===== src/rtl/core/command_frame_parser_responder_assert.svh =====
// Assertion macros for the command frame parser and responder.
// Used by the top level; expects clk and rst_n in scope.
`ifndef COMMAND_FRAME_PARSER_RESPONDER_ASSERT_SVH
`define COMMAND_FRAME_PARSER_RESPONDER_ASSERT_SVH

// same-cycle implication, checked outside reset
`define CFPR_ASSERT_NOW(lbl, ante, cons, msg) \
  lbl: assert property (@(posedge clk) disable iff (!rst_n) (ante) |-> (cons)) \
    else $error(msg);

// next-cycle implication, checked outside reset
`define CFPR_ASSERT_NEXT(lbl, ante, cons, msg) \
  lbl: assert property (@(posedge clk) disable iff (!rst_n) (ante) |=> (cons)) \
    else $error(msg);

`endif


===== src/rtl/core/cfpr_pkg.sv =====
// Shared types and constants for the command frame parser and responder.
// No dependencies.
`timescale 1ns / 1ps

package cfpr_pkg;

  localparam int WIN_DEPTH   = 5;
  localparam int FILL_W      = 3;
  localparam int FRAME_LEN   = 24;
  localparam int FRAME_IDX_W = $clog2(FRAME_LEN);
  localparam int QUEUE_DEPTH = 4;
  localparam int GOAL_W      = 18;

  localparam logic [7:0] SOF_BYTE   = 8'hFD;
  localparam logic [7:0] EOF_BYTE   = 8'hA5;
  localparam logic [7:0] RSP_SOF    = 8'hFE;
  localparam logic [7:0] CODE_OPEN  = 8'h01;
  localparam logic [7:0] CODE_CLOSE = 8'h05;

  localparam logic [7:0] CMD_OPEN  = 8'h00;
  localparam logic [7:0] CMD_SEND  = 8'h02;
  localparam logic [7:0] CMD_TRIG  = 8'h03;
  localparam logic [7:0] CMD_CLOSE = 8'h05;

  localparam logic [GOAL_W-1:0] GOAL_SCALE = 18'd1000;

  typedef enum logic [1:0] {
    RSP_STATUS,
    RSP_OPEN,
    RSP_CLOSE
  } rsp_kind_t;

  typedef struct packed {
    logic [GOAL_W-1:0] goal;
    logic              trigger;
    logic              send;
    logic              session;
  } status_t;

  typedef struct packed {
    rsp_kind_t kind;
    status_t   st;
  } job_t;

endpackage


===== src/rtl/core/cfpr_parser.sv =====
// Front end: byte window, frame match and command decode.
// Depends on cfpr_pkg; pushes one job per accepted byte into cfpr_queue.
`timescale 1ns / 1ps

module cfpr_parser
  import cfpr_pkg::*;
(
  input  logic       clk,
  input  logic       rst_n,
  input  logic       accept,
  input  logic [7:0] rx_byte,
  output job_t       job
);

  logic [7:0]        win_r   [WIN_DEPTH];
  logic [7:0]        win_nxt [WIN_DEPTH];
  logic [FILL_W-1:0] fill_r, fill_nxt;
  status_t           st_r, st_nxt;
  rsp_kind_t         kind;
  logic [GOAL_W-1:0] goal;

  assign goal = GOAL_W'(GOAL_W'(win_r[3]) * GOAL_SCALE);

  always_comb begin
    win_nxt  = win_r;
    fill_nxt = fill_r;
    st_nxt   = st_r;
    kind     = RSP_STATUS;
    if (accept) begin
      if (fill_r < FILL_W'(WIN_DEPTH)) begin
        // append while the window is short
        for (int i = 0; i < WIN_DEPTH; i++) begin
          if (FILL_W'(i) == fill_r) begin
            win_nxt[i] = rx_byte;
          end
        end
        fill_nxt = fill_r + 1'b1;
      end else if (win_r[0] == SOF_BYTE && rx_byte == EOF_BYTE) begin
        case (win_r[1])
          CMD_OPEN: begin
            st_nxt.session = 1'b1;
            kind           = RSP_OPEN;
          end
          CMD_SEND: begin
            st_nxt.goal = goal;
            st_nxt.send = 1'b1;
          end
          CMD_TRIG: begin
            st_nxt.goal    = goal;
            st_nxt.send    = 1'b1;
            st_nxt.trigger = 1'b1;
          end
          CMD_CLOSE: begin
            st_nxt.session = 1'b0;
            kind           = RSP_CLOSE;
          end
          default: begin
          end
        endcase
        for (int i = 0; i < WIN_DEPTH; i++) begin
          win_nxt[i] = '0;
        end
        fill_nxt = '0;
      end else begin
        // drop the oldest byte
        for (int i = 0; i < WIN_DEPTH - 1; i++) begin
          win_nxt[i] = win_r[i+1];
        end
        win_nxt[WIN_DEPTH-1] = rx_byte;
        fill_nxt             = FILL_W'(WIN_DEPTH);
      end
    end
    job.kind = kind;
    job.st   = st_nxt;
  end

  always_ff @(posedge clk) begin
    if (!rst_n) begin
      for (int i = 0; i < WIN_DEPTH; i++) begin
        win_r[i] <= '0;
      end
      fill_r <= '0;
      st_r   <= '0;
    end else begin
      win_r  <= win_nxt;
      fill_r <= fill_nxt;
      st_r   <= st_nxt;
    end
  end

endmodule


===== src/rtl/core/cfpr_queue.sv =====
// Job queue between parser and responder.
// Depends on cfpr_pkg for the job type.
`timescale 1ns / 1ps

module cfpr_queue
  import cfpr_pkg::*;
#(
  parameter int DEPTH = QUEUE_DEPTH
) (
  input  logic clk,
  input  logic rst_n,
  input  logic push,
  input  job_t push_data,
  output logic full,
  input  logic pop,
  output logic empty,
  output job_t pop_data
);

  localparam int PTR_W = (DEPTH > 1) ? $clog2(DEPTH) : 1;
  localparam int CNT_W = $clog2(DEPTH + 1);

  job_t             mem_r [DEPTH];
  logic [PTR_W-1:0] wr_ptr_r, wr_ptr_nxt;
  logic [PTR_W-1:0] rd_ptr_r, rd_ptr_nxt;
  logic [CNT_W-1:0] count_r, count_nxt;

  assign full     = (count_r == CNT_W'(DEPTH));
  assign empty    = (count_r == '0);
  assign pop_data = mem_r[rd_ptr_r];

  always_comb begin
    wr_ptr_nxt = wr_ptr_r;
    rd_ptr_nxt = rd_ptr_r;
    count_nxt  = count_r;
    if (push) begin
      wr_ptr_nxt = (wr_ptr_r == PTR_W'(DEPTH - 1)) ? '0 : wr_ptr_r + 1'b1;
    end
    if (pop) begin
      rd_ptr_nxt = (rd_ptr_r == PTR_W'(DEPTH - 1)) ? '0 : rd_ptr_r + 1'b1;
    end
    case ({push, pop})
      2'b10:   count_nxt = count_r + 1'b1;
      2'b01:   count_nxt = count_r - 1'b1;
      default: count_nxt = count_r;
    endcase
  end

  always_ff @(posedge clk) begin
    if (!rst_n) begin
      wr_ptr_r <= '0;
      rd_ptr_r <= '0;
      count_r  <= '0;
    end else begin
      wr_ptr_r <= wr_ptr_nxt;
      rd_ptr_r <= rd_ptr_nxt;
      count_r  <= count_nxt;
    end
  end

  always_ff @(posedge clk) begin
    if (push) begin
      mem_r[wr_ptr_r] <= push_data;
    end
  end

endmodule


===== src/rtl/core/cfpr_responder.sv =====
// Back end: expands queued jobs into status results or 24-byte reply frames.
// Depends on cfpr_pkg; drives the result channel output register.
`timescale 1ns / 1ps

module cfpr_responder
  import cfpr_pkg::*;
(
  input  logic        clk,
  input  logic        rst_n,
  input  logic        empty,
  input  job_t        job,
  output logic        pop,
  output logic        out_tvalid,
  input  logic        out_tready,
  output logic [31:0] out_tdata,
  output logic        out_tlast,
  output logic [0:0]  out_tuser
);

  logic                   valid_r, valid_nxt;
  logic [7:0]             byte_r, byte_nxt;
  logic                   last_r, last_nxt;
  logic                   user_r, user_nxt;
  status_t                st_r, st_nxt;
  logic [FRAME_IDX_W-1:0] idx_r, idx_nxt;
  logic                   load;

  assign load = !empty && (!valid_r || out_tready);

  always_comb begin
    valid_nxt = valid_r;
    byte_nxt  = byte_r;
    last_nxt  = last_r;
    user_nxt  = user_r;
    st_nxt    = st_r;
    idx_nxt   = idx_r;
    pop       = 1'b0;
    if (out_tready) begin
      valid_nxt = 1'b0;
    end
    if (load) begin
      valid_nxt = 1'b1;
      st_nxt    = job.st;
      if (job.kind == RSP_STATUS) begin
        byte_nxt = '0;
        user_nxt = 1'b0;
        last_nxt = 1'b1;
        pop      = 1'b1;
      end else begin
        user_nxt = 1'b1;
        last_nxt = (idx_r == FRAME_IDX_W'(FRAME_LEN - 1));
        if (idx_r == '0) begin
          byte_nxt = RSP_SOF;
        end else if (idx_r == FRAME_IDX_W'(1)) begin
          byte_nxt = (job.kind == RSP_OPEN) ? CODE_OPEN : CODE_CLOSE;
        end else if (last_nxt) begin
          byte_nxt = EOF_BYTE;
        end else begin
          byte_nxt = '0;
        end
        // retire the job on its final byte
        pop     = last_nxt;
        idx_nxt = last_nxt ? '0 : idx_r + 1'b1;
      end
    end
  end

  always_ff @(posedge clk) begin
    if (!rst_n) begin
      valid_r <= 1'b0;
      idx_r   <= '0;
    end else begin
      valid_r <= valid_nxt;
      idx_r   <= idx_nxt;
    end
  end

  always_ff @(posedge clk) begin
    byte_r <= byte_nxt;
    last_r <= last_nxt;
    user_r <= user_nxt;
    st_r   <= st_nxt;
  end

  assign out_tvalid = valid_r;
  assign out_tdata  = {3'b000, st_r, byte_r};
  assign out_tlast  = last_r;
  assign out_tuser  = user_r;

endmodule


===== src/rtl/core/command_frame_parser_responder.sv =====
// Command frame parser and responder.
// Slave channel in_* carries one received serial byte per request in in_tdata[7:0].
// The parser keeps a five-byte window; a frame FD, cmd, x, count, x, A5 is decoded:
// command 0 opens the session, 5 closes it (both answer with a 24-byte reply
// frame FE, 01/05, zeros, A5), 2 and 3 request count*1000 values, 3 also arms
// trigger mode. Any other byte yields one status result.
// Master channel out_* gives every result with the flags after that byte; out_tuser
// marks a reply frame byte and out_tlast ends the results of one input byte.
// An accepted input byte is first written into the job queue; its first result is then
// loaded into the output register that drives out_tvalid.
// The parser takes one input byte per cycle while the job queue has room; the
// responder emits one result per cycle while out_tready stays high, so a reply frame
// holds it for 24 results and a status result for one. The queue depth (QUEUE_DEPTH)
// sets how many jobs can wait. A stall on out_tready holds the output register; the
// parser keeps accepting until the queue fills, then drops in_tready.
// Reset (rst_n low, synchronous) clears the window, flags, value count and queue,
// and holds in_tready low.
`timescale 1ns / 1ps

module command_frame_parser_responder
  import cfpr_pkg::*;
#(
  parameter int QUEUE_DEPTH_P = QUEUE_DEPTH
) (
  input  logic        clk,
  input  logic        rst_n,
  input  logic        in_tvalid,
  output logic        in_tready,
  input  logic [7:0]  in_tdata,   // [7:0] rx_byte
  output logic        out_tvalid,
  input  logic        out_tready,
  output logic [31:0] out_tdata,  // [7:0] tx_byte, [8] session_open, [9] send_active,
                                  // [10] trigger_mode, [28:11] values_requested, [31:29] 0
  output logic        out_tlast,  // tx_last
  output logic [0:0]  out_tuser   // [0] tx_valid
);

  `include "command_frame_parser_responder_assert.svh"

  logic accept;
  logic q_full;
  logic q_empty;
  logic q_pop;
  job_t push_job;
  job_t head_job;

  assign in_tready = rst_n && !q_full;
  assign accept    = in_tvalid && in_tready;

  cfpr_parser u_parser (
    .clk     (clk),
    .rst_n   (rst_n),
    .accept  (accept),
    .rx_byte (in_tdata),
    .job     (push_job)
  );

  cfpr_queue #(
    .DEPTH (QUEUE_DEPTH_P)
  ) u_queue (
    .clk       (clk),
    .rst_n     (rst_n),
    .push      (accept),
    .push_data (push_job),
    .full      (q_full),
    .pop       (q_pop),
    .empty     (q_empty),
    .pop_data  (head_job)
  );

  cfpr_responder u_responder (
    .clk        (clk),
    .rst_n      (rst_n),
    .empty      (q_empty),
    .job        (head_job),
    .pop        (q_pop),
    .out_tvalid (out_tvalid),
    .out_tready (out_tready),
    .out_tdata  (out_tdata),
    .out_tlast  (out_tlast),
    .out_tuser  (out_tuser)
  );

  `CFPR_ASSERT_NOW(a_status_single, out_tvalid && !out_tuser[0],
                   out_tlast && out_tdata[7:0] == 8'h00,
                   "status result must be a single zero byte")
  `CFPR_ASSERT_NOW(a_frame_end, out_tvalid && out_tuser[0] && out_tlast,
                   out_tdata[7:0] == EOF_BYTE, "reply frame must end in A5")
  `CFPR_ASSERT_NEXT(a_frame_continues,
                    out_tvalid && out_tready && out_tuser[0] && !out_tlast,
                    out_tvalid && out_tuser[0], "reply frame broken off")

endmodule


===== config.mk =====
export PLATFORM = sky130hd
export DESIGN_NAME = command_frame_parser_responder
export DESIGN_NICKNAME = d
export VERILOG_FILES = /design/src/rtl/core/cfpr_pkg.sv /design/src/rtl/core/cfpr_parser.sv /design/src/rtl/core/cfpr_queue.sv /design/src/rtl/core/cfpr_responder.sv /design/src/rtl/core/command_frame_parser_responder.sv
export VERILOG_INCLUDE_DIRS = /design/src /design/src/rtl/core
export SDC_FILE = /design/constraint.sdc
export NUM_CORES = 1
export LEC_CHECK = 0
export ABC_AREA = 1
export CORE_ASPECT_RATIO = 0.75
export CORE_MARGIN = 2
export CORE_UTILIZATION = 38
export CTS_BUF_LIST = sky130_fd_sc_hd__clkbuf_8
export DETAILED_ROUTE_END_ITERATION = 10
export DONT_BUFFER_PORTS = 1
export PLACE_DENSITY_LB_ADDON = 0.08
export SLEW_MARGIN = 20
export SYNTH_ARGS = -nofsm -noshare
export SYNTH_HDL_FRONTEND = slang
export SYNTH_HIERARCHICAL = 1
export SYNTH_SLANG_ARGS = --single-unit

===== constraint.sdc =====
create_clock -name clk -period 11.4 [get_ports clk]
set_input_delay 0 -clock clk [delete_from_list [all_inputs] [get_ports clk]]
set_output_delay 0 -clock clk [all_outputs]
set_load 0.02 [all_outputs]

==> qor.yml <==
finalCriticalPeriod_ns: 4.15
dr.pass1.iters: 5
setup_tns_ns: 0
clkTransAtPathRegs_ns: 0.11
reg2reg_depth: 15
synthTopCellsByArea: "edfxtp_1, dfxtp_1, ha_1"
ys_seq_area_share_pct: 51.6
end_kind: "flop"
grt_pass1_wl_mm: 35.3
relSlewSlack_pct: 30.7
drc: 0
timing.final.ws_setup_ns: 7.25
synthCells: 1016
gp_congestion: 0.867
syn_area_per_cell_um2: 9.84
synth_cell_types: 47
final_cell_mix: "nand2_1, inv_1, edfxtp_1"
finish.instance_area_um2: 10800
clk_latency_ns: 0.48
fp-row-count: 51
totalWireLength_mm: 21.5
post_cts_resize_count: 0
grt.total_usage_pct: 16.8
port_buffers: 0
antenna_found_initial: 1
final_common_cell: "nand2_1"
place_area_um2: 10200
cts.sinks: 198
ys_warn_count: 6
fin_nets: 1111
async_flop_share_pct: 0
fin_crit_sh_pct: 36.4
cts_buffers: 17
drtIter0Drc: 357
worst_pin_slew_ns: 1.03
synth-seq-cells: 198
die_w_um: 191
skew_ns: 0.0199
die_h_um: 144
crit_required_ns: 11.62
report.power.total_mw: 2.00
ys_dominant_reg_cell: "edfxtp_1"
power.density_nw_per_um2: 185
viasPerCell: 4.73
setup_viol: 0
ios: 48
hp-class: "primary input to flop"
holdPathStages: 6
grt_pass1_vias: 6408
cp_data_arrival_time_ns: 4.37
p_leak_nw: 4.62
place_ws_ns: 7.27
cts_tree: "done"
ir_worst_vdd_v: 0.000188
cp_max_fo: 8
dieArea_um2: 27600
holdPathEnd: "u_parser/st_r[11]"
synth_edf_count: 119
layout-drive-gt1-share_pct: 13.6
slew_viol_final: 0
initial_core_util_pct: 38.6
rsz0062_at_grt: "no"
area_growth_syn_to_layout_pct: 7.95
status: "completed"
r2r-end: "u_queue/mem_r[2][17]"
dp_cells: 1336
vias: 6537
min-delay-start: "in_tdata[0]"
cp-start-kind: "flop"
final_cells: 1383
routedWlPerCell_um: 15.6
setup.worst_path.start: "u_parser/win_r[10]"
synth_area_um2: 10000
final_hold_viol_count: 0
synth_top_area_cell: "edfxtp_1"
fmax_mhz: 241
dpl.hpwl_mm: 14.5
htree_levels: 4
grt_max_degree: 55
reg2reg_slack_ns: 7.25
n_antenna_cell: 0
crit_type: "flop to flop"
coreArea_um2: 25900
grt_overflow: 0
maxCapViolCount: 0
synth_top_area_share_pct: 35.7
root_buffer: "clkbuf_8"
drtAntennaViolNets: 0
clock_path_buffers: 2
timing.rr.start: "u_parser/win_r[10]"
-- worst max path at each step --
| stage | endpoint | cells past startpoint | slack, ns |
|---|---|---|---|
| 2_1_floorplan | u_queue/mem_r[0][17] | 15 | 7.70 |
| 3_3_place_gp | u_queue/mem_r[3][14] | 16 | 7.23 |
| 3_5_place_dp | u_queue/mem_r[3][17] | 15 | 7.27 |
| 4_1_cts | u_queue/mem_r[1][16] | 17 | 7.26 |
| 5_1_grt | u_queue/mem_r[3][15] | 16 | 6.98 |
| 6_report | u_queue/mem_r[2][17] | 15 | 7.25 |
-- state kept, by name, indices dropped and copies added, names as in the netlist, named ones only --
name	count
u_queue/mem_r	92
u_parser/win_r	40
u_parser/st_r	21
u_responder/out_tdata	21
u_responder/idx_r	5
u_responder/byte_r	4
u_parser/fill_r	3
u_queue/count_r	3
u_queue/rd_ptr_r	2
u_queue/wr_ptr_r	2
u_responder/out_tlast	1
u_responder/out_tuser	1
u_responder/out_tvalid	1
-- metrics by stage --
| step | utilization (%) | hold slack (ns) |
|---|---|---|
| floorplan | - | 0.120 |
| global placement | 39.4 | 0.131 |
| detailed placement | 39.4 | 0.133 |
| CTS | 41.5 | 0.0337 |
| global route | 41.6 | 0.0794 |
| finish | 41.6 | 0.0683 |
-- timing repair --
| action | 4_1_cts | 5_1_grt |
|---|---|---|
| buffers inserted | 0 | 0 |
| endpoints found under the setup margin | 0 | 0 |
| hold buffers | 14 | 0 |
| endpoints found under the hold margin | 57 | 0 |
-- cells in the mapped netlist (20+ instances only) --
cell type	count
fa_1	22
nand2_1	165
o21ai_2	20
nor2_1	116
dfxtp_1	79
a21oi_1	58
nor2_2	26
o21ai_0	68
edfxtp_1	119
nand3_1	23
inv_1	137
ha_1	51
-- cell families after synthesis --
kind of cell	synth area share, %
and+or+nand+nor	16.7
adders and majority gates	10.8
DFF	51.6
AOI/OAI and AO/OA	12.0
other	0.0375
xor gates and xnor gates	0.438
buffers and inverters	8.52
-- per-layer routing --
layer / share of wire [%] / track usage (%)
met2: 43 / 25.5
met1: 53 / 24.3
met3: 2.6 / 3.25
met4: 1.1 / 4.33
met5: 0 / 0
-- layout make-up --
cell class,instances,area (µm²)
timing repair buffer,21,223
multi-input combinational,638,4000
inverter,150,579
fill,2558,15100
clock buffer,18,248
tap,344,430
sequential,198,5160
clock inverter,14,158
-- worst max-delay path: stages (launching register included) --
cell and delay (ns):
dfxtp_1 0.58, fa_1 0.52, xor2_1 0.17, ha_1 0.29, inv_1 0.05, fa_1 0.50, fa_1 0.53, inv_1 0.05
ha_1 0.37, or2_2 0.32, nand3_1 0.11, nand2_1 0.06, nand2_1 0.06, nand3_1 0.09, nand2_1 0.11, inv_1 0.09
-- power breakdown --
group,switching [mW],leakage [nW],total [mW],internal (mW)
Clock,0.248,0.207,0.470,0.221
Combinational,0.342,2.66,0.516,0.174
Sequential,0.123,1.76,1.01,0.890
Total,0.713,4.62,2.00,1.29
Power figures use the tool's default switching activity.
